File: src/hw/rtl/selective_repeat_receiver_core_defines.svh
// Assertion macros shared by the selective-repeat receiver RTL.
// Each macro expects clk and rst to be visible in the module that uses it.
`ifndef SELECTIVE_REPEAT_RECEIVER_CORE_DEFINES_SVH
`define SELECTIVE_REPEAT_RECEIVER_CORE_DEFINES_SVH

// Same-cycle implication, disabled during reset
`define SRR_ASSERT_IMP(label, cond, prop, msg) \
  label: assert property (@(posedge clk) disable iff (rst) (cond) |-> (prop)) \
    else $error(msg);

// Next-cycle implication, disabled during reset
`define SRR_ASSERT_NXT(label, cond, prop, msg) \
  label: assert property (@(posedge clk) disable iff (rst) (cond) |=> (prop)) \
    else $error(msg);

`endif

File: src/hw/rtl/srr_pkg.sv
// Shared types, codes and constants of the selective-repeat receiver.
// No dependencies; every other RTL file but the assertion macros header imports it.
package srr_pkg;

  localparam int SEQ_W  = 32;
  localparam int LEN_W  = 11;
  localparam int TAG_W  = 8;
  localparam int MODE_W = 2;
  localparam int KIND_W = 2;
  localparam int WIN_W  = 4;

  localparam int DEF_WINDOW_SLOTS = 8;
  localparam int MAX_PAYLOAD      = 1024;
  localparam int TAG_COUNT        = 256;
  localparam int MAX_RESULTS      = 8;
  localparam int RES_CNT_W        = $clog2(MAX_RESULTS + 1);

  localparam logic [WIN_W-1:0] WINDOW_SIZE_RESET = WIN_W'(8);

  // Received packet kinds
  localparam logic [MODE_W-1:0] MODE_DATA  = 2'd0;
  localparam logic [MODE_W-1:0] MODE_EOF   = 2'd1;
  localparam logic [MODE_W-1:0] MODE_CRC   = 2'd2;
  localparam logic [MODE_W-1:0] MODE_OTHER = 2'd3;

  // Result kinds
  localparam logic [KIND_W-1:0] KIND_DELIVER = 2'd0;
  localparam logic [KIND_W-1:0] KIND_REJECT  = 2'd1;
  localparam logic [KIND_W-1:0] KIND_END_ACK = 2'd2;
  localparam logic [KIND_W-1:0] KIND_ERROR   = 2'd3;

  typedef struct packed {
    logic [SEQ_W-1:0] seq;
    logic [LEN_W-1:0] length;
    logic [TAG_W-1:0] tag;
  } slot_entry_t;

  typedef struct packed {
    logic [KIND_W-1:0] kind;
    logic [SEQ_W-1:0]  acked_seq;
    logic [SEQ_W-1:0]  header_seq;
    logic [TAG_W-1:0]  deliver_tag;
    logic [LEN_W-1:0]  deliver_length;
    logic              last;
  } res_t;

  typedef struct packed {
    logic eq;
    logic gt;
  } cmp_res_t;

endpackage

File: src/hw/rtl/srr_pkt_if.sv
// Received packet channel: valid/ready plus the packet descriptor fields.
// Depends on srr_pkg.
interface srr_pkt_if import srr_pkg::*; ();
  logic              valid;
  logic              ready;
  logic [MODE_W-1:0] mode;
  logic [SEQ_W-1:0]  seq_number;
  logic [LEN_W-1:0]  payload_length;
  logic [TAG_W-1:0]  payload_tag;

  modport source (output valid, mode, seq_number, payload_length, payload_tag,
                  input ready);
  modport sink   (input valid, mode, seq_number, payload_length, payload_tag,
                  output ready);
endinterface

File: src/hw/rtl/srr_res_if.sv
// Result channel: valid/ready plus the control packet / delivery fields.
// Depends on srr_pkg.
interface srr_res_if import srr_pkg::*; ();
  logic              valid;
  logic              ready;
  logic [KIND_W-1:0] kind;
  logic [SEQ_W-1:0]  acked_seq;
  logic [SEQ_W-1:0]  header_seq;
  logic [TAG_W-1:0]  deliver_tag;
  logic [LEN_W-1:0]  deliver_length;
  logic              last;

  modport source (output valid, kind, acked_seq, header_seq, deliver_tag,
                  deliver_length, last, input ready);
  modport sink   (input valid, kind, acked_seq, header_seq, deliver_tag,
                  deliver_length, last, output ready);
endinterface

File: src/hw/rtl/srr_cfg_if.sv
// Configuration write channel carrying the window size register.
// Depends on srr_pkg.
interface srr_cfg_if import srr_pkg::*; ();
  logic             valid;
  logic             ready;
  logic [WIN_W-1:0] window_size;

  modport source (output valid, window_size, input ready);
  modport sink   (input valid, window_size, output ready);
endinterface

File: src/hw/rtl/srr_cmp_unit.sv
// Shared 32-bit magnitude comparator used by the dispatch, store and drain steps.
// Depends on srr_pkg.
module srr_cmp_unit import srr_pkg::*; (
  input  logic [SEQ_W-1:0] a,
  input  logic [SEQ_W-1:0] b,
  output cmp_res_t         res
);

  // Unsigned equality and greater-than
  assign res.eq = (a == b);
  assign res.gt = (a > b);

endmodule

File: src/hw/rtl/srr_slot_mem.sv
// Window slot descriptor memory: one write port, one registered read port.
// Depends on srr_pkg.
module srr_slot_mem import srr_pkg::*; #(
  parameter int DEPTH  = DEF_WINDOW_SLOTS,
  parameter int ADDR_W = (DEPTH > 1) ? $clog2(DEPTH) : 1
) (
  input  logic              clk,
  input  logic              wr_en,
  input  logic [ADDR_W-1:0] wr_addr,
  input  slot_entry_t       wr_data,
  input  logic [ADDR_W-1:0] rd_addr,
  output slot_entry_t       rd_data
);

  slot_entry_t mem [DEPTH];

  // Write on request, read every cycle into the output register
  always_ff @(posedge clk) begin
    if (wr_en) begin
      mem[wr_addr] <= wr_data;
    end
    rd_data <= mem[rd_addr];
  end

endmodule

File: src/hw/rtl/srr_ctrl.sv
// Sequencer of the selective-repeat receiver: dispatch, store scan, drain scan,
// result staging and the output register. Depends on srr_pkg, the channel
// interfaces and the assertion macros header.
`include "selective_repeat_receiver_core_defines.svh"

module srr_ctrl import srr_pkg::*; #(
  parameter int WINDOW_SLOTS = DEF_WINDOW_SLOTS,
  parameter int IDX_W        = (WINDOW_SLOTS > 1) ? $clog2(WINDOW_SLOTS) : 1
) (
  input  logic             clk,
  input  logic             rst,
  srr_pkt_if.sink          pkt,
  srr_res_if.source        res,
  srr_cfg_if.sink          cfg,
  output logic [IDX_W-1:0] mem_rd_addr,
  input  slot_entry_t      mem_rd_data,
  output logic             mem_wr_en,
  output logic [IDX_W-1:0] mem_wr_addr,
  output slot_entry_t      mem_wr_data,
  output logic [SEQ_W-1:0] cmp_a,
  output logic [SEQ_W-1:0] cmp_b,
  input  cmp_res_t         cmp_res
);

  localparam int CNT_W = $clog2(WINDOW_SLOTS + 1);

  localparam logic [2:0] ST_IDLE     = 3'd0;
  localparam logic [2:0] ST_DISPATCH = 3'd1;
  localparam logic [2:0] ST_STORE    = 3'd2;
  localparam logic [2:0] ST_PRIME    = 3'd3;
  localparam logic [2:0] ST_DRAIN    = 3'd4;
  localparam logic [2:0] ST_FLUSH    = 3'd5;

  logic [2:0]              state, state_next;
  logic [WIN_W-1:0]        window_size, window_size_next;
  logic                    finished, finished_next;
  logic [SEQ_W-1:0]        exp_num, exp_num_next;
  logic [SEQ_W-1:0]        send_num, send_num_next;
  logic [WINDOW_SLOTS-1:0] slot_full, slot_full_next;

  logic [MODE_W-1:0]       item_mode, item_mode_next;
  logic [SEQ_W-1:0]        item_seq, item_seq_next;
  logic [LEN_W-1:0]        item_len, item_len_next;
  logic [TAG_W-1:0]        item_tag, item_tag_next;

  logic                    drain_after, drain_after_next;
  logic [CNT_W-1:0]        idx, idx_next;
  logic                    dup, dup_next;
  logic                    free_found, free_found_next;
  logic [IDX_W-1:0]        free_idx, free_idx_next;
  logic [RES_CNT_W-1:0]    count, count_next;

  logic                    pend_valid, pend_valid_next;
  res_t                    pend, pend_next;
  logic                    out_valid, out_valid_next;
  res_t                    out, out_next;

  logic [CNT_W-1:0]        active_n;
  logic [IDX_W-1:0]        slot_i;
  logic                    out_free;
  logic                    drain_hit;

  // Effective window: smaller of the register and the slot count
  assign active_n = (int'(window_size) < WINDOW_SLOTS) ? CNT_W'(window_size)
                                                        : CNT_W'(WINDOW_SLOTS);
  assign slot_i   = idx[IDX_W-1:0];
  assign out_free = !out_valid || res.ready;

  assign pkt.ready   = (state == ST_IDLE) && !rst;
  assign cfg.ready   = !rst;
  assign mem_rd_addr = idx_next[IDX_W-1:0];

  assign res.valid          = out_valid;
  assign res.kind           = out.kind;
  assign res.acked_seq      = out.acked_seq;
  assign res.header_seq     = out.header_seq;
  assign res.deliver_tag    = out.deliver_tag;
  assign res.deliver_length = out.deliver_length;
  assign res.last           = out.last;

  // Next-state logic of the sequencer
  always_comb begin
    state_next       = state;
    window_size_next = window_size;
    finished_next    = finished;
    exp_num_next     = exp_num;
    send_num_next    = send_num;
    slot_full_next   = slot_full;
    item_mode_next   = item_mode;
    item_seq_next    = item_seq;
    item_len_next    = item_len;
    item_tag_next    = item_tag;
    drain_after_next = drain_after;
    idx_next         = idx;
    dup_next         = dup;
    free_found_next  = free_found;
    free_idx_next    = free_idx;
    count_next       = count;
    pend_valid_next  = pend_valid;
    pend_next        = pend;
    out_valid_next   = out_valid && !res.ready;
    out_next         = out;
    mem_wr_en        = 1'b0;
    mem_wr_addr      = free_idx;
    mem_wr_data      = '{seq: item_seq, length: item_len, tag: item_tag};
    cmp_a            = item_seq;
    cmp_b            = exp_num;
    drain_hit        = 1'b0;

    // Take a configuration write
    if (cfg.valid) begin
      window_size_next = cfg.window_size;
    end

    unique case (state)
      ST_IDLE: begin
        idx_next = '0;
        if (pkt.valid) begin
          item_mode_next = pkt.mode;
          item_seq_next  = pkt.seq_number;
          item_len_next  = (pkt.payload_length > LEN_W'(MAX_PAYLOAD)) ?
                           LEN_W'(MAX_PAYLOAD) : pkt.payload_length;
          item_tag_next  = TAG_W'(pkt.payload_tag % TAG_COUNT);
          state_next     = ST_DISPATCH;
        end
      end

      ST_DISPATCH: begin
        idx_next        = '0;
        dup_next        = 1'b0;
        free_found_next = 1'b0;
        if (finished || item_mode == MODE_CRC) begin
          state_next = ST_IDLE;
        end else if (item_mode == MODE_EOF) begin
          if (out_free) begin
            out_valid_next = 1'b1;
            out_next       = '{kind: KIND_END_ACK, acked_seq: '0, header_seq: send_num,
                               deliver_tag: '0, deliver_length: '0, last: 1'b1};
            finished_next  = 1'b1;
            state_next     = ST_IDLE;
          end
        end else if (item_mode == MODE_OTHER) begin
          if (out_free) begin
            out_valid_next = 1'b1;
            out_next       = '{kind: KIND_ERROR, acked_seq: '0, header_seq: '0,
                               deliver_tag: '0, deliver_length: '0, last: 1'b1};
            finished_next  = 1'b1;
            state_next     = ST_IDLE;
          end
        end else if (cmp_res.eq) begin
          drain_after_next = 1'b1;
          state_next       = ST_STORE;
        end else if (cmp_res.gt) begin
          // Reject the expected number, then buffer the early packet
          if (out_free) begin
            out_valid_next   = 1'b1;
            out_next         = '{kind: KIND_REJECT, acked_seq: exp_num,
                                 header_seq: send_num, deliver_tag: '0,
                                 deliver_length: '0, last: 1'b1};
            send_num_next    = send_num + SEQ_W'(1);
            drain_after_next = 1'b0;
            state_next       = ST_STORE;
          end
        end else begin
          // Old packet: drop
          state_next = ST_IDLE;
        end
      end

      ST_STORE: begin
        cmp_a = mem_rd_data.seq;
        cmp_b = item_seq;
        if (idx == active_n) begin
          // Commit into the first free slot unless the number is held already
          if (!dup && free_found) begin
            mem_wr_en                = 1'b1;
            slot_full_next[free_idx] = 1'b1;
          end
          idx_next   = '0;
          state_next = drain_after ? ST_PRIME : ST_IDLE;
        end else begin
          if (slot_full[slot_i] && cmp_res.eq) begin
            dup_next = 1'b1;
          end
          if (!slot_full[slot_i] && !free_found) begin
            free_found_next = 1'b1;
            free_idx_next   = slot_i;
          end
          idx_next = idx + CNT_W'(1);
        end
      end

      ST_PRIME: begin
        // Let the read register pick up slot zero after the write
        idx_next   = '0;
        count_next = '0;
        state_next = ST_DRAIN;
      end

      ST_DRAIN: begin
        cmp_a = mem_rd_data.seq;
        cmp_b = exp_num;
        if (idx == active_n || count == RES_CNT_W'(MAX_RESULTS)) begin
          idx_next   = '0;
          state_next = ST_FLUSH;
        end else if (slot_full[slot_i] && cmp_res.eq) begin
          if (pend_valid && !out_free) begin
            // Hold until the staged result can move out
            idx_next = idx;
          end else begin
            drain_hit = 1'b1;
            if (pend_valid) begin
              out_valid_next = 1'b1;
              out_next       = pend;
            end
            pend_valid_next        = 1'b1;
            pend_next              = '{kind: KIND_DELIVER, acked_seq: exp_num,
                                       header_seq: send_num,
                                       deliver_tag: mem_rd_data.tag,
                                       deliver_length: mem_rd_data.length,
                                       last: 1'b0};
            slot_full_next[slot_i] = 1'b0;
            exp_num_next           = exp_num + SEQ_W'(1);
            send_num_next          = send_num + SEQ_W'(1);
            count_next             = count + RES_CNT_W'(1);
            idx_next               = '0;
          end
        end else begin
          idx_next = idx + CNT_W'(1);
        end
      end

      ST_FLUSH: begin
        idx_next = '0;
        if (pend_valid) begin
          // Send the staged result as the last one of this item
          if (out_free) begin
            out_valid_next  = 1'b1;
            out_next        = pend;
            out_next.last   = 1'b1;
            pend_valid_next = 1'b0;
            state_next      = ST_IDLE;
          end
        end else begin
          state_next = ST_IDLE;
        end
      end

      default: begin
        state_next = ST_IDLE;
      end
    endcase
  end

  // Control registers
  always_ff @(posedge clk) begin
    if (rst) begin
      state       <= ST_IDLE;
      window_size <= WINDOW_SIZE_RESET;
      finished    <= 1'b0;
      exp_num     <= '0;
      send_num    <= '0;
      slot_full   <= '0;
      idx         <= '0;
      count       <= '0;
      pend_valid  <= 1'b0;
      out_valid   <= 1'b0;
      dup         <= 1'b0;
      free_found  <= 1'b0;
      drain_after <= 1'b0;
    end else begin
      state       <= state_next;
      window_size <= window_size_next;
      finished    <= finished_next;
      exp_num     <= exp_num_next;
      send_num    <= send_num_next;
      slot_full   <= slot_full_next;
      idx         <= idx_next;
      count       <= count_next;
      pend_valid  <= pend_valid_next;
      out_valid   <= out_valid_next;
      dup         <= dup_next;
      free_found  <= free_found_next;
      drain_after <= drain_after_next;
    end
  end

  // Payload registers
  always_ff @(posedge clk) begin
    item_mode <= item_mode_next;
    item_seq  <= item_seq_next;
    item_len  <= item_len_next;
    item_tag  <= item_tag_next;
    free_idx  <= free_idx_next;
    pend      <= pend_next;
    out       <= out_next;
  end

  `SRR_ASSERT_IMP(a_pend_in_drain, pend_valid, (state == ST_DRAIN || state == ST_FLUSH), "staged result outside drain")
  `SRR_ASSERT_IMP(a_count_limit, state == ST_DRAIN, count <= RES_CNT_W'(MAX_RESULTS), "drain count over limit")
  `SRR_ASSERT_NXT(a_finished_sticky, finished, finished, "finished flag cleared without reset")
  `SRR_ASSERT_NXT(a_drain_advance, drain_hit, exp_num == $past(exp_num) + SEQ_W'(1), "expected number not advanced on drain")
  `SRR_ASSERT_IMP(a_write_in_store, mem_wr_en, (state == ST_STORE && !dup), "slot write outside store commit")

endmodule

File: src/hw/rtl/selective_repeat_receiver_core.sv
// Selective-repeat ARQ receiver core (top level).
// Channels: pkt takes one received packet event per item (mode, sequence
// number, payload length, payload tag); res gives control/delivery results,
// with last set on the final result of each packet; cfg writes window_size.
// pkt is ready only while the sequencer is idle. Per packet: CRC errors, stale
// or post-stop packets are dropped; end of file and unknown flags give one
// result; an early packet gives a reject, then one store pass over the slots;
// an in-order packet takes a store pass, then the drain scan, which restarts at
// slot 0 after each delivery and stops after at most 8 deliveries. Each scan
// checks one slot a cycle on the one shared comparator, unless results stall.
// Results pass through a one-item output register, so a new packet is taken
// while a result still waits; deliveries are staged one deep to mark last.
// A stalled result sink holds the sequencer at its next result, and nothing
// is dropped. Reset (synchronous, active high) clears the sequence counters,
// every slot flag and the stop flag and sets window_size to 8; no clearing
// pass is needed. Depends on srr_pkg, the interfaces and the submodules.
module selective_repeat_receiver_core import srr_pkg::*; #(
  parameter int WINDOW_SLOTS = DEF_WINDOW_SLOTS
) (
  input  logic      clk,
  input  logic      rst,
  srr_pkt_if.sink   pkt,
  srr_res_if.source res,
  srr_cfg_if.sink   cfg
);

  localparam int IDX_W = (WINDOW_SLOTS > 1) ? $clog2(WINDOW_SLOTS) : 1;

  logic [IDX_W-1:0] mem_rd_addr;
  slot_entry_t      mem_rd_data;
  logic             mem_wr_en;
  logic [IDX_W-1:0] mem_wr_addr;
  slot_entry_t      mem_wr_data;
  logic [SEQ_W-1:0] cmp_a;
  logic [SEQ_W-1:0] cmp_b;
  cmp_res_t         cmp_res;

  // Sequencer
  srr_ctrl #(
    .WINDOW_SLOTS (WINDOW_SLOTS),
    .IDX_W        (IDX_W)
  ) u_ctrl (
    .clk         (clk),
    .rst         (rst),
    .pkt         (pkt),
    .res         (res),
    .cfg         (cfg),
    .mem_rd_addr (mem_rd_addr),
    .mem_rd_data (mem_rd_data),
    .mem_wr_en   (mem_wr_en),
    .mem_wr_addr (mem_wr_addr),
    .mem_wr_data (mem_wr_data),
    .cmp_a       (cmp_a),
    .cmp_b       (cmp_b),
    .cmp_res     (cmp_res)
  );

  // Slot descriptor memory
  srr_slot_mem #(
    .DEPTH  (WINDOW_SLOTS),
    .ADDR_W (IDX_W)
  ) u_slot_mem (
    .clk     (clk),
    .wr_en   (mem_wr_en),
    .wr_addr (mem_wr_addr),
    .wr_data (mem_wr_data),
    .rd_addr (mem_rd_addr),
    .rd_data (mem_rd_data)
  );

  // Shared comparator
  srr_cmp_unit u_cmp (
    .a   (cmp_a),
    .b   (cmp_b),
    .res (cmp_res)
  );

endmodule
File: src/flat_wrapper.sv
// flat-port wrapper written by rule: the top's interface ports become plain ports
module selective_repeat_receiver_core_flat import srr_pkg::*;
#(
  parameter int WINDOW_SLOTS = DEF_WINDOW_SLOTS
)
  (clk, rst, pkt_valid, pkt_mode, pkt_seq_number, pkt_payload_length, pkt_payload_tag, pkt_ready, res_valid, res_kind, res_acked_seq, res_header_seq, res_deliver_tag, res_deliver_length, res_last, res_ready, cfg_valid, cfg_window_size, cfg_ready);
  srr_pkt_if pkt_i ();
  srr_res_if res_i ();
  srr_cfg_if cfg_i ();
  input  logic clk;
  input  logic rst;
  input wire logic [$bits(pkt_i.valid)-1:0] pkt_valid;
  input wire logic [$bits(pkt_i.mode)-1:0] pkt_mode;
  input wire logic [$bits(pkt_i.seq_number)-1:0] pkt_seq_number;
  input wire logic [$bits(pkt_i.payload_length)-1:0] pkt_payload_length;
  input wire logic [$bits(pkt_i.payload_tag)-1:0] pkt_payload_tag;
  output wire logic [$bits(pkt_i.ready)-1:0] pkt_ready;
  output wire logic [$bits(res_i.valid)-1:0] res_valid;
  output wire logic [$bits(res_i.kind)-1:0] res_kind;
  output wire logic [$bits(res_i.acked_seq)-1:0] res_acked_seq;
  output wire logic [$bits(res_i.header_seq)-1:0] res_header_seq;
  output wire logic [$bits(res_i.deliver_tag)-1:0] res_deliver_tag;
  output wire logic [$bits(res_i.deliver_length)-1:0] res_deliver_length;
  output wire logic [$bits(res_i.last)-1:0] res_last;
  input wire logic [$bits(res_i.ready)-1:0] res_ready;
  input wire logic [$bits(cfg_i.valid)-1:0] cfg_valid;
  input wire logic [$bits(cfg_i.window_size)-1:0] cfg_window_size;
  output wire logic [$bits(cfg_i.ready)-1:0] cfg_ready;
  assign pkt_i.valid = pkt_valid;
  assign pkt_i.mode = pkt_mode;
  assign pkt_i.seq_number = pkt_seq_number;
  assign pkt_i.payload_length = pkt_payload_length;
  assign pkt_i.payload_tag = pkt_payload_tag;
  assign pkt_ready = pkt_i.ready;
  assign res_valid = res_i.valid;
  assign res_kind = res_i.kind;
  assign res_acked_seq = res_i.acked_seq;
  assign res_header_seq = res_i.header_seq;
  assign res_deliver_tag = res_i.deliver_tag;
  assign res_deliver_length = res_i.deliver_length;
  assign res_last = res_i.last;
  assign res_i.ready = res_ready;
  assign cfg_i.valid = cfg_valid;
  assign cfg_i.window_size = cfg_window_size;
  assign cfg_ready = cfg_i.ready;
  selective_repeat_receiver_core #(.WINDOW_SLOTS(WINDOW_SLOTS)) u_core (.clk(clk), .rst(rst), .pkt(pkt_i), .res(res_i), .cfg(cfg_i));
endmodule
File: config.mk
export PLATFORM = sky130hd
export DESIGN_NAME = selective_repeat_receiver_core_flat
export DESIGN_NICKNAME = d
export VERILOG_FILES = /design/src/hw/rtl/srr_pkg.sv /design/src/hw/rtl/srr_pkt_if.sv /design/src/hw/rtl/srr_res_if.sv /design/src/hw/rtl/srr_cfg_if.sv /design/src/hw/rtl/srr_cmp_unit.sv /design/src/hw/rtl/srr_slot_mem.sv /design/src/hw/rtl/srr_ctrl.sv /design/src/hw/rtl/selective_repeat_receiver_core.sv /design/src/flat_wrapper.sv
export VERILOG_INCLUDE_DIRS = /design/src /design/src/hw/rtl
export SDC_FILE = /design/constraint.sdc
export NUM_CORES = 1
export LEC_CHECK = 0
export ABC_AREA = 1
export BUFFER_PORTS_ARGS = -buffer_cell sky130_fd_sc_hd__buf_2
export CAP_MARGIN = 30
export CORE_UTILIZATION = 54
export CTS_CLUSTER_DIAMETER = 50
export CTS_CLUSTER_SIZE = 30
export DETAILED_ROUTE_END_ITERATION = 7
export MAX_ROUTING_LAYER = met4
export PLACE_DENSITY = 0.74
export SYNTH_ARGS = -nofsm -noshare
export SYNTH_HDL_FRONTEND = slang
export SYNTH_SLANG_ARGS = --single-unit
File: constraint.sdc
create_clock -name clk -period 6.8 [get_ports clk]
set_clock_uncertainty 0.15 [all_clocks]
set_input_delay 1.02 -clock clk [delete_from_list [all_inputs] [get_ports clk]]
set_output_delay 1.02 -clock clk [all_outputs]
set_load 0.02 [all_outputs]
**Word level (Yosys, flattened, before mapping)**

Memories as Yosys holds them, arrays and structs flattened. A register that Yosys moved wholly into a read port is not among the register bits.
Cells that the tools add are included.
Widths: inputs -> output; s select.

- Shift operators: 0
- $add $sub $neg: 4
- Reductions and logical operators: 45
- Multiply operators: 0
- Muxes and demuxes: 97
- Eq/ne operators: 34
- Div/mod/pow operators: 0
- Bitwise logic cells: 9
- $lt $le $gt $ge: 7

Operators with widths:

| operator | number |
|---|---|
| $mux 86 | 14 |
| $mux 32 | 11 |
| $pmux 86 s3 | 1 |
| $add 32x1->32 const B | 2 |
| $pmux 32 s2 | 1 |
| $mux 8 | 5 |
| $ne 2x2->1 const B | 18 |
| $mux 1 | 34 |
| $mux 3 | 11 |
| $eq 32x32->1 | 1 |
| $gt 32x32->1 | 1 |
| $mux 4 | 8 |
| $pmux 3 s6 | 1 |
| $pmux 8 s2 | 1 |
| $reduce_and 4->1 | 4 |
| $reduce_bool 2->1 | 8 |
| $pmux 4 s3 | 1 |
| $reduce_and 3->1 | 4 |
| $reduce_and 6->1 | 2 |
| $gt 11x11->1 const B | 1 |
| $reduce_and 11->1 | 1 |
| $reduce_and 10->1 | 1 |
| $add 4x1->4 const B | 2 |
| $and 8x8->8 | 1 |
| other kinds (31) | 62 |

- Output and inout bits: 89
- RAM bits: 408
- Bits in read-only memories: 0
- Bits of input ports: 62
- Latch bits: 0
- Register bits after elaboration: 318
- Memories: 1

Memories:

| memory | words | bits a word | rd ports | clocked after Yosys merged registers in | write ports | RTL line | source |
|---|---|---|---|---|---|---|---|
| u_core.u_slot_mem.mem | 8 | 51 | 1 | 1 | 1 | srr_slot_mem.sv:15 | `slot_entry_t mem [DEPTH];` |

**Depth between registers and ports, before layout**

Gate-level depths: netlist (run 1).

- Word-level depth: 10
- Depth in mapped cells: 27
- Mapped depth without buffers: 23

**Modules after synthesis**

Synthesis (run 1) repeated with hierarchy kept, for this count alone.

- Cells, all modules: 3583
- Area, all modules: 34279.1 um^2

Modules (own cells, without submodules):

| module | seq. area each (um^2) | cells an instance | times used | area an instance (um^2) |
|---|---|---|---|---|
| srr_slot_mem | 13272.7 | 1832 | 1 | 18861.8 |
| srr_ctrl | 8618.3 | 1609 | 1 | 14496.4 |
| srr_cmp_unit | 0.0 | 142 | 1 | 920.9 |

**Least setup slack after synthesis (run 1)**

OpenSTA, ideal clock, no wires.

- Path kind: register -> register
- From: register u_core.u_ctrl.state[1]
- To: memory u_core.u_slot_mem.mem[4][0] in the netlist's numbering, enable pin
- Path slack: -0.049 ns
- Period minus slack after synthesis: 6.849 ns
- Data arrival time: 6.109 ns
- Cell stages (with the launch flop): 7
- Required time: 6.060 ns
- Cells stage by stage: dfxtp_1 > inv_2 > nor3_4 > inv_2 > nor3_1 > nand3_1 > nor4_1

- Word-level cells in the longest chain between the ends: 4

Ends and longest elaborated chain:

| item | RTL line | source |
|---|---|---|
| start, declared | srr_ctrl.sv:34 | `logic [2:0] state, state_next;` |
| start signal, assigned | srr_ctrl.sv:272 | `state <= state_next;` |
| $eq 3x2->1 | srr_ctrl.sv:115 | `unique case (state)` |
| $mux 1 | srr_ctrl.sv:115 |  |
| $mux 1 | srr_slot_mem.sv:19 | `if (wr_en) begin` |
| $mux 1 (not written as such) | srr_slot_mem.sv:20 | `mem[wr_addr] <= wr_data;` |
| end, declared | srr_slot_mem.sv:15 |  |

No other way between the ends.

**Worst setup path after layout (run 1)**

- From: register u_core.u_ctrl.state[1]
- To: register, netlist name u_core.u_slot_mem.rd_data[13]

- Word-level cells in the longest chain between the ends: 8

Ends and longest elaborated chain:

| item | RTL line | source |
|---|---|---|
| $eq 3x3->1 or $eq 3x2->1 (tied branches) | srr_ctrl.sv:115 |  |
| $reduce_or 2->1 (no source line) | -- |  |
| $mux 32 | srr_ctrl.sv:115 |  |
| $eq 32x32->1 | srr_cmp_unit.sv:10 | `assign res.eq = (a == b);` |
| $logic_and 1x1->1 | srr_ctrl.sv:206 | `end else if (slot_full[slot_i] && cmp_res.eq) begin` |
| $mux 4 | srr_ctrl.sv:206 |  |
| $mux 4 | srr_ctrl.sv:203 | `if (idx == active_n \|\| count == RES_CNT_W'(MAX_RESULTS)) begin` |
| $pmux 4 s3 * | srr_ctrl.sv:115 |  |

Mark *: on every way between the ends. The rest lies on a longest branch, timed or not.
A chain may end at the register's enable or synchronous reset.

==> results of run 1 <==
-- cell type report --
type	count	share of cell area, %
Multi-Input combinational cell	1926	24.3
Timing Repair Buffer	189	3.01
Clock inverter	58	2.13
Clock buffer	84	5.25
Tap cell	837	2.73
Sequential cell	777	57.0
Inverter	564	5.52
-- per-stage QoR --
| step | worst slack [ps] | utilization (%) | instance area, µm² |
|---|---|---|---|
| floorplan | 1.08 | - | 34000 |
| global placement | 1210 | 57.2 | 35500 |
| detailed placement | 984 | 57.3 | 35500 |
| CTS | 949 | 61.9 | 38300 |
| global route | 468 | 62.0 | 38400 |
| finish | 882 | 62.0 | 38400 |
-- logic make-up (layout without fill, tap and decap cells) --
family	Yosys count	in the layout	synth area share [%]
AND/OR/NAND/NOR	1567	1567	19.8
flip-flops	777	777	64.3
buffers and inverters	727	895	8.60
AO/OA/AOI/OAI	259	259	4.16
XOR/XNOR	45	45	1.16
adder cells (fa/ha/maj)	37	37	1.36
multiplexers	18	18	0.588
-- report_power, final --
| group | internal, µW | switching, µW |
|---|---|---|
| registers | 5830 | 346 |
| clock network | 2610 | 2040 |
| logic | 1080 | 2520 |
-- state kept, by name (all words and copies together) (netlist names), 2 cells and up --
| signal | cells |
|---|---|
| u_core.u_slot_mem.mem | 408 |
| u_core.u_ctrl.res.header_seq | 32 |
| u_core.u_ctrl.item_len | 11 |
| u_core.u_ctrl.slot_full | 8 |
| u_core.u_ctrl.res.kind | 2 |
| u_core.u_ctrl.res.deliver_length | 11 |
| u_core.u_ctrl.item_seq | 32 |
| u_core.u_ctrl.send_num | 32 |
| u_core.u_ctrl.count | 4 |
| u_core.u_ctrl.item_tag | 8 |
| u_core.u_ctrl.exp_num | 32 |
| u_core.u_ctrl.state | 3 |
| u_core.u_ctrl.item_mode | 2 |
| u_core.u_ctrl.mem_wr_addr | 3 |
| u_core.u_ctrl.idx | 4 |
| u_core.u_ctrl.res.acked_seq | 32 |
| u_core.u_ctrl.res.deliver_tag | 8 |
| u_core.u_slot_mem.rd_data | 51 |
| u_core.u_ctrl.window_size | 4 |
| u_core.u_ctrl.pend | 83 |
-- metal layers --
| metal | part of all wire [%] | track usage, % | vias up |
|---|---|---|---|
| met5 | 0 | - | - |
| met4 | 2.6 | 9.09 | 0 |
| met3 | 7.2 | 3.43 | 131 |
| met2 | 47 | 40.4 | 905 |
| met1 | 43 | 34.0 | 11150 |
| li1 | - | - | 11538 |
-- synthesized netlist by cell type --
cell	n	share of area [%]
nand2_1	847	9.3
edfxtp_1	633	56
inv_1	551	6.1
nand3_1	471	6.9
dfxtp_1	144	8.5
nor2_1	137	1.5
o21ai_0	124	1.8
a21oi_1	92	1.4
clkbuf_1	69	0.76
buf_2	58	0.85
nor3_1	44	0.65
ha_1	37	1.4
xor2_1	36	0.93
buf_4	29	0.64
nand4_1	28	0.51
o31ai_1	28	0.62
nor4_1	21	0.39
mux2_2	16	0.53
inv_2	13	0.14
xnor2_1	9	0.23
buf_1	4	0.044
nor2_2	4	0.074
nor3b_1	4	0.088
nand2_2	3	0.055
o211ai_1	3	0.066
a211oi_1	2	0.044
a21oi_2	2	0.051
a31oi_1	2	0.037
buf_6	2	0.066
mux2i_1	2	0.059
nand3_2	2	0.059
o22ai_1	2	0.037
a21boi_1	1	0.022
a22oi_4	1	0.063
and3_1	1	0.018
clkbuf_2	1	0.015
nand2_4	1	0.033
nor2_8	1	0.059
nor3_4	1	0.048
nor4b_1	1	0.026
o21a_1	1	0.022
o32ai_1	1	0.026
or2_0	1	0.018
-- how the worst max path moves through the flow --
stage                                                       end  slack, ps  cells past startpoint                                start
after detailed placement  u_core.u_slot_mem.rd_data[48]$_DFF_P_        980                     21  u_core.u_ctrl.state[1]$_SDFFE_PP0P_
after CTS                 u_core.u_slot_mem.rd_data[13]$_DFF_P_        950                     21  u_core.u_ctrl.state[1]$_SDFFE_PP0P_
after floorplan           u_core.u_slot_mem.mem[0][0]$_DFFE_PP_          1                      6  u_core.u_ctrl.state[1]$_SDFFE_PP0P_
after global placement     u_core.u_slot_mem.rd_data[7]$_DFF_P_       1210                     21  u_core.u_ctrl.state[1]$_SDFFE_PP0P_
after global routing      u_core.u_slot_mem.rd_data[48]$_DFF_P_        470                     21  u_core.u_ctrl.state[1]$_SDFFE_PP0P_
final                     u_core.u_slot_mem.rd_data[13]$_DFF_P_        880                     21  u_core.u_ctrl.state[1]$_SDFFE_PP0P_
-- critical path, stage by stage (launching register included) --
cell and delay (ps):
dfxtp_1 480, inv_2 90, nor3_4 160, inv_2 240
nand2_2 710, mux2_2 420, ha_1 300, nand2_1 70
nor2_1 150, nand2_1 90, nor2_1 150, nand2_1 170
a21oi_2 210, nand3_2 140, nand3_4 510, nand2_8 670
buf_4 490, nand2_1 110, nand3_1 90, nand2_1 110
nand2_1 70, nand2_1 120
==> results.sh, run 1 <==
export IMPL_status="finished clean"
export IMPL_io_pins=151
export IMPL_nFillCells=4953
export IMPL_firstDrtPassIters=7
export IMPL_start_util_pct=54.9
export IMPL_avgRoutedWirePerCell_um=17.7
export IMPL_critPathMaxFanout=127
export IMPL_cap_violations=0
export IMPL_layout_drive_gt1_share_pct=10.6
export IMPL_min_from="u_core.u_slot_mem.rd_data[3]$_DFF_P_"
export IMPL_dp_cells=4291
export IMPL_gr_total_overflow=0
export IMPL_drv_slew=0
export IMPL_min_path_cells=0
export IMPL_cp_start_kind="register"
export IMPL_die_h_um=253
export IMPL_layout_commonest_cell="nand2_1"
export IMPL_multi_input_area_um2=9340
export IMPL_hold_class="register to register"
export IMPL_via_per_inst=5.35
export IMPL_synth_warning_count=0
export IMPL_worstSetupEndpointType="register"
export IMPL_fmax_ghz=0.169
export IMPL_syn_avg_cell_area_um2=9.92
export IMPL_synth_cell_types=43
export IMPL_root_buffer="clkbuf_16"
export IMPL_critical_path_class="register to register"
export IMPL_cts_buffers=76
export IMPL_synth_seq_cells=777
export IMPL_clkLatencyLatePin_ps=640
export IMPL_setup_tns_ps=0
export IMPL_ys_seq_area_share_pct=64.3
export IMPL_htree_levels=3
export IMPL_cellPowerDensity_nw_per_um2=376
export IMPL_ir_drop_uv=299
export IMPL_die_area_um2=64000
export IMPL_grt_total_usage_pct=25.6
export IMPL_reg2reg_depth=21
export IMPL_required_ps=7210
export IMPL_period_minus_slack_ps=5920
export IMPL_maxSlewHeadroom_pct=31.0
export IMPL_antenna_cells=0
export IMPL_port_buffers=150
export IMPL_drtIter0Drc=2426
export IMPL_tightest_slew_ps=1030
export IMPL_num_rows=91
export IMPL_drcViolationCount=0
export IMPL_r2r_start="u_core.u_ctrl.state[1]$_SDFFE_PP0P_"
export IMPL_p_leak_uw=0.0159
export IMPL_mappedNetlistArea_um2=34000
export IMPL_syn2layout_area_growth_pct=12.8
export IMPL_die_x_um=253
export IMPL_clkSinkCount=777
export IMPL_cts_hold_buf=0
export IMPL_path_clk_slew_ps=80
export IMPL_totalWireLength_um=78300
export IMPL_finalHoldViolCount=0
export IMPL_hpwl_um=45600
export IMPL_vias=23724
export IMPL_grt_max_degree=149
export IMPL_instances_no_fill=4435
export IMPL_cts_setup_buffers=0
export IMPL_place_gp_congestion=0.927
export IMPL_rsz0062_at_grt="no"
export IMPL_core_area_um2=61900
export IMPL_timing_rr_end="u_core.u_slot_mem.rd_data[13]$_DFF_P_"
export IMPL_grt_first_pass_wirelength_um=123000
export IMPL_antenna_found_initial=0
export IMPL_setup_viol=0
export IMPL_clk_path_buf_depth=3
export IMPL_nNetsFinal=3633
export IMPL_final_cell_mix="nand2_1 (845), edfxtp_1 (633), inv_1 (550)"
export IMPL_synthCells=3430
export IMPL_critPathArrivalTime_ps=6330
export IMPL_rrSetupSlack_ps=880
export IMPL_grt_pass1_vias=22410
export IMPL_worst_hold_slack_ps=246
export IMPL_post_cts_resized=0
export IMPL_p_total_uw=14400
export IMPL_ant_nets=0
export IMPL_seq_area_um2=21900
export IMPL_fin_crit_sh_pct=87.0
export IMPL_synthesis_nets=3529
export IMPL_tritoncts="yes"
export IMPL_hold_end="u_core.u_ctrl.pend[15]$_DFFE_PP_"
No activity file was read; power rests on OpenSTA's default activity.
==> run 2: changes to the inputs <==
--- a/config.mk
+++ b/config.mk
@@ -17,4 +17,5 @@
 export PLACE_DENSITY = 0.74
 export SYNTH_ARGS = -nofsm -noshare
 export SYNTH_HDL_FRONTEND = slang
+export SYNTH_HIERARCHICAL = 1
 export SYNTH_SLANG_ARGS = --single-unit
==> run 2 against run 1 <==
Register-to-register slack better by 880 ps. Sequential power down 13%. Routed wire length down 1.5%. Area after synthesis up 0.73%. Clock power down 4%. Final cell count up 3.6%. Global-route usage down 0.30 points. Non-clock buffer count up 2. Critical path type unchanged. Largest cell class unchanged.
==> results.sh, run 2 <==
export IMPL_grt_first_pass_wirelength_um=122000
export IMPL_syn_avg_cell_area_um2=9.57
export IMPL_ant_nets=0
export IMPL_clkLatencyLatePin_ps=630
export IMPL_die_x_um=254
export IMPL_slowest_stage="buf_4"
export IMPL_synth_cell_types=42
export IMPL_required_ps=7170
export IMPL_yosysTopAreaCell="edfxtp_1"
export IMPL_via_per_inst=5.15
export IMPL_min_path_cells=0
export IMPL_cp_slowest_stage_delay_ps=520
export IMPL_timing_rr_end="u_core/u_slot_mem/rd_data[30]$_DFF_P_"
export IMPL_min_from="u_core/u_slot_mem/rd_data[13]$_DFF_P_"
export IMPL_totalWireLength_um=77100
export IMPL_clkSinkCount=777
export IMPL_die_h_um=254
export IMPL_period_minus_slack_ps=5030
export IMPL_fin_crit_sh_pct=74.0
export IMPL_io_pins=151
export IMPL_ir_drop_uv=195
export IMPL_synth_common_cells="nand2_1 (1159), edfxtp_1 (633), inv_1 (594), nand3_1 (316), nor2_1 (161)"
export IMPL_cap_violations=0
export IMPL_cellPowerDensity_nw_per_um2=268
export IMPL_reg_top3="u_core/u_slot_mem/mem x408, u_core/u_ctrl/pend x83, u_core/u_slot_mem/rd_data x51"
export IMPL_vias=23672
export IMPL_drtIter0Drc=1941
export IMPL_critical_path_cell_chain="nor2_1 -> nand2_1 -> nand2_2 -> buf_12 -> nand2_1 -> o21ai_0 -> ha_1 -> nand2_1 -> nor2_2 -> and2_4 -> inv_2 -> nor3_4 -> nand2_2 -> nor2_4 -> nand2_1 -> nand2_1 -> nand2_1 -> nand2_4 -> buf_4 -> nand2_1 -> nand3_1 -> nand2_1 -> nand2_1 -> nand2_1"
export IMPL_die_area_um2=64500
export IMPL_fin_area_um2=38600
export IMPL_netlist_area_leader_share_pct=55.5
export IMPL_cts_buffers=71
export IMPL_hpwl_um=45300
export IMPL_post_cts_resized=0
export IMPL_nNetsFinal=3793
export IMPL_path_buf_inv=3
export IMPL_synth_warning_count=6
export IMPL_path_delay_family="simple AND/OR/NAND/NOR gates"
export IMPL_layout_drive_gt1_share_pct=9.97
export IMPL_hold_class="register to register"
export IMPL_finalHoldViolCount=0
export IMPL_place_gp_congestion=0.940
export IMPL_syn2layout_area_growth_pct=12.5
export IMPL_r2r_start="u_core/u_ctrl/state[0]$_SDFFE_PP0P_"
export IMPL_synth_seq_cells=777
export IMPL_reg2reg_depth=24
export IMPL_p_total_uw=10300
export IMPL_worst_slack_ps=1770
export IMPL_grt_pass1_vias=22567
export IMPL_mappedNetlistArea_um2=34300
export IMPL_nFillCells=5082
export IMPL_grt_max_degree=103
export IMPL_ys_seq_area_share_pct=63.9
export IMPL_path_clk_slew_ps=80
export IMPL_critical_path_class="register to register"
export IMPL_rrSetupSlack_ps=1770
export IMPL_cts_hold_buf=0
export IMPL_cts_setup_buffers=0
export IMPL_regMostFlops="u_core/u_slot_mem/mem"
export IMPL_rsz0062_at_grt="no"
export IMPL_port_buffers=150
export IMPL_largest_reg_flops=408
export IMPL_worst_hold_slack_ps=249
export IMPL_layout_commonest_cell="nand2_1"
export IMPL_critPathArrivalTime_ps=5410
export IMPL_synth_flop_cell="edfxtp_1"
export IMPL_synth_most_common_cell="nand2_1"
export IMPL_maxSlewHeadroom_pct=31.1
export IMPL_antenna_found_initial=1
export IMPL_root_buffer="clkbuf_16"
export IMPL_critPathMaxFanout=58
export IMPL_p_leak_uw=0.0163
export IMPL_gr_total_overflow=0
export IMPL_firstDrtPassIters=6
export IMPL_final_cell_mix="nand2_1 (1153), edfxtp_1 (633), inv_1 (594)"
export IMPL_synth_edf_count=633
export IMPL_placed_area_um2=35800
export IMPL_drcViolationCount=0
export IMPL_tightest_slew_ps=1030
export IMPL_tritoncts="yes"
export IMPL_htree_levels=3
export IMPL_hold_end="u_core/u_ctrl/pend[6]$_DFFE_PP_"
export IMPL_synthesis_nets=3682
export IMPL_drv_slew=0
export IMPL_status="finished clean"
export IMPL_avgRoutedWirePerCell_um=16.8
export IMPL_synthCells=3583
export IMPL_clk_path_buf_depth=3
export IMPL_crit_top_cell="nand2_1"
export IMPL_start_util_pct=55.1
export IMPL_cp_start_kind="register"
export IMPL_core_area_um2=62200
export IMPL_setup_viol=0
export IMPL_grt_total_usage_pct=25.3
export IMPL_fmax_ghz=0.199
export IMPL_place_ws_ps=1860
export IMPL_ys_top_cells_by_area="edfxtp_1 (55%), nand2_1 (13%), dfxtp_1 (8.4%)"
export IMPL_setup_tns_ps=0
export IMPL_num_rows=91
export IMPL_worstSetupEndpointType="register"
export IMPL_synthArstFlopShare_pct=0
## run 2: cell types whose count changed after synthesis, sizes merged, moves of 12 or more
cell    before   now
mux2        16     0
clkbuf      70    58
nand2      851  1165
nor2       142   171
o21ai      124    91
nand3      473   320
inv        564   607
a21oi       94   106
nor4        21     2
## run 2: cell families after synthesis
family / count (synthesis) / share of synthesized area, %
and+or+nand+nor: 1731 / 20.9
DFF: 777 / 63.9
buffers and inverters: 761 / 9.04
AOI/OAI and AO/OA: 228 / 3.57
xor gates and xnor gates: 49 / 1.25
adders and majority gates: 37 / 1.35
## run 2: power breakdown
part           leakage (µW)  switching [µW]  internal [µW]
logic               0.00792             364            156
clock network       0.00130            1950           2510
registers           0.00711            88.7           5270
## run 2: through the flow
step                      cells  utilization, %
after global placement     4452            57.5
final                      4593            62.0
after global routing       4591            62.0
after detailed placement   4456            57.6
after floorplan            3583               -
after CTS                  4588            61.9
## run 2: layout make-up
cell class | count | area (µm²) | area share [%]
antenna | 3 | 7.51 | 0.0195
tap | 837 | 1050 | 2.72
sequential | 777 | 21900 | 56.8
clock buffer | 82 | 1920 | 4.99
multi-input combinational | 2045 | 9400 | 24.4
timing repair buffer | 191 | 1220 | 3.16
clock inverter | 50 | 771 | 2.00
inverter | 608 | 2290 | 5.94
## run 2: worst reg2reg max path, cell delays in order, from the launching register on
cell,delay (ps)
dfxtp_1,430
nor2_1,90
nand2_1,440
nand2_2,270
buf_12,260
nand2_1,130
o21ai_0,100
ha_1,320
nand2_1,80
nor2_2,140
and2_4,180
inv_2,50
nor3_4,360
nand2_2,180
nor2_4,170
nand2_1,60
nand2_1,110
nand2_1,110
nand2_4,330
buf_4,560
nand2_1,140
nand3_1,110
nand2_1,70
nand2_1,50
nand2_1,60
## run 2: worst max path at each step
stage,endpoint,from,depth (start not counted)
finish,u_core/u_slot_mem/rd_data[30]$_DFF_P_,u_core/u_ctrl/state[0]$_SDFFE_PP0P_,24
global route,u_core/u_slot_mem/rd_data[12]$_DFF_P_,u_core/u_ctrl/state[1]$_SDFFE_PP0P_,25
CTS,u_core/u_slot_mem/rd_data[30]$_DFF_P_,u_core/u_ctrl/state[0]$_SDFFE_PP0P_,24
detailed placement,u_core/u_slot_mem/rd_data[30]$_DFF_P_,u_core/u_ctrl/state[0]$_SDFFE_PP0P_,23
global placement,u_core/u_ctrl/res.acked_seq[28]$_DFFE_PP_,u_core/u_ctrl/state[0]$_SDFFE_PP0P_,21
floorplan,u_core/u_ctrl/res.acked_seq[0]$_DFFE_PP_,u_core/u_ctrl/state[2]$_SDFFE_PP0P_,21
## run 2: routing by layer
layer	track usage [%]	wire length, µm	vias up
met5	-	0	-
met4	9.35	2220	0
met3	3.26	4560	125
met2	42.3	38300	705
met1	31.4	32100	11117
li1	-	-	11725
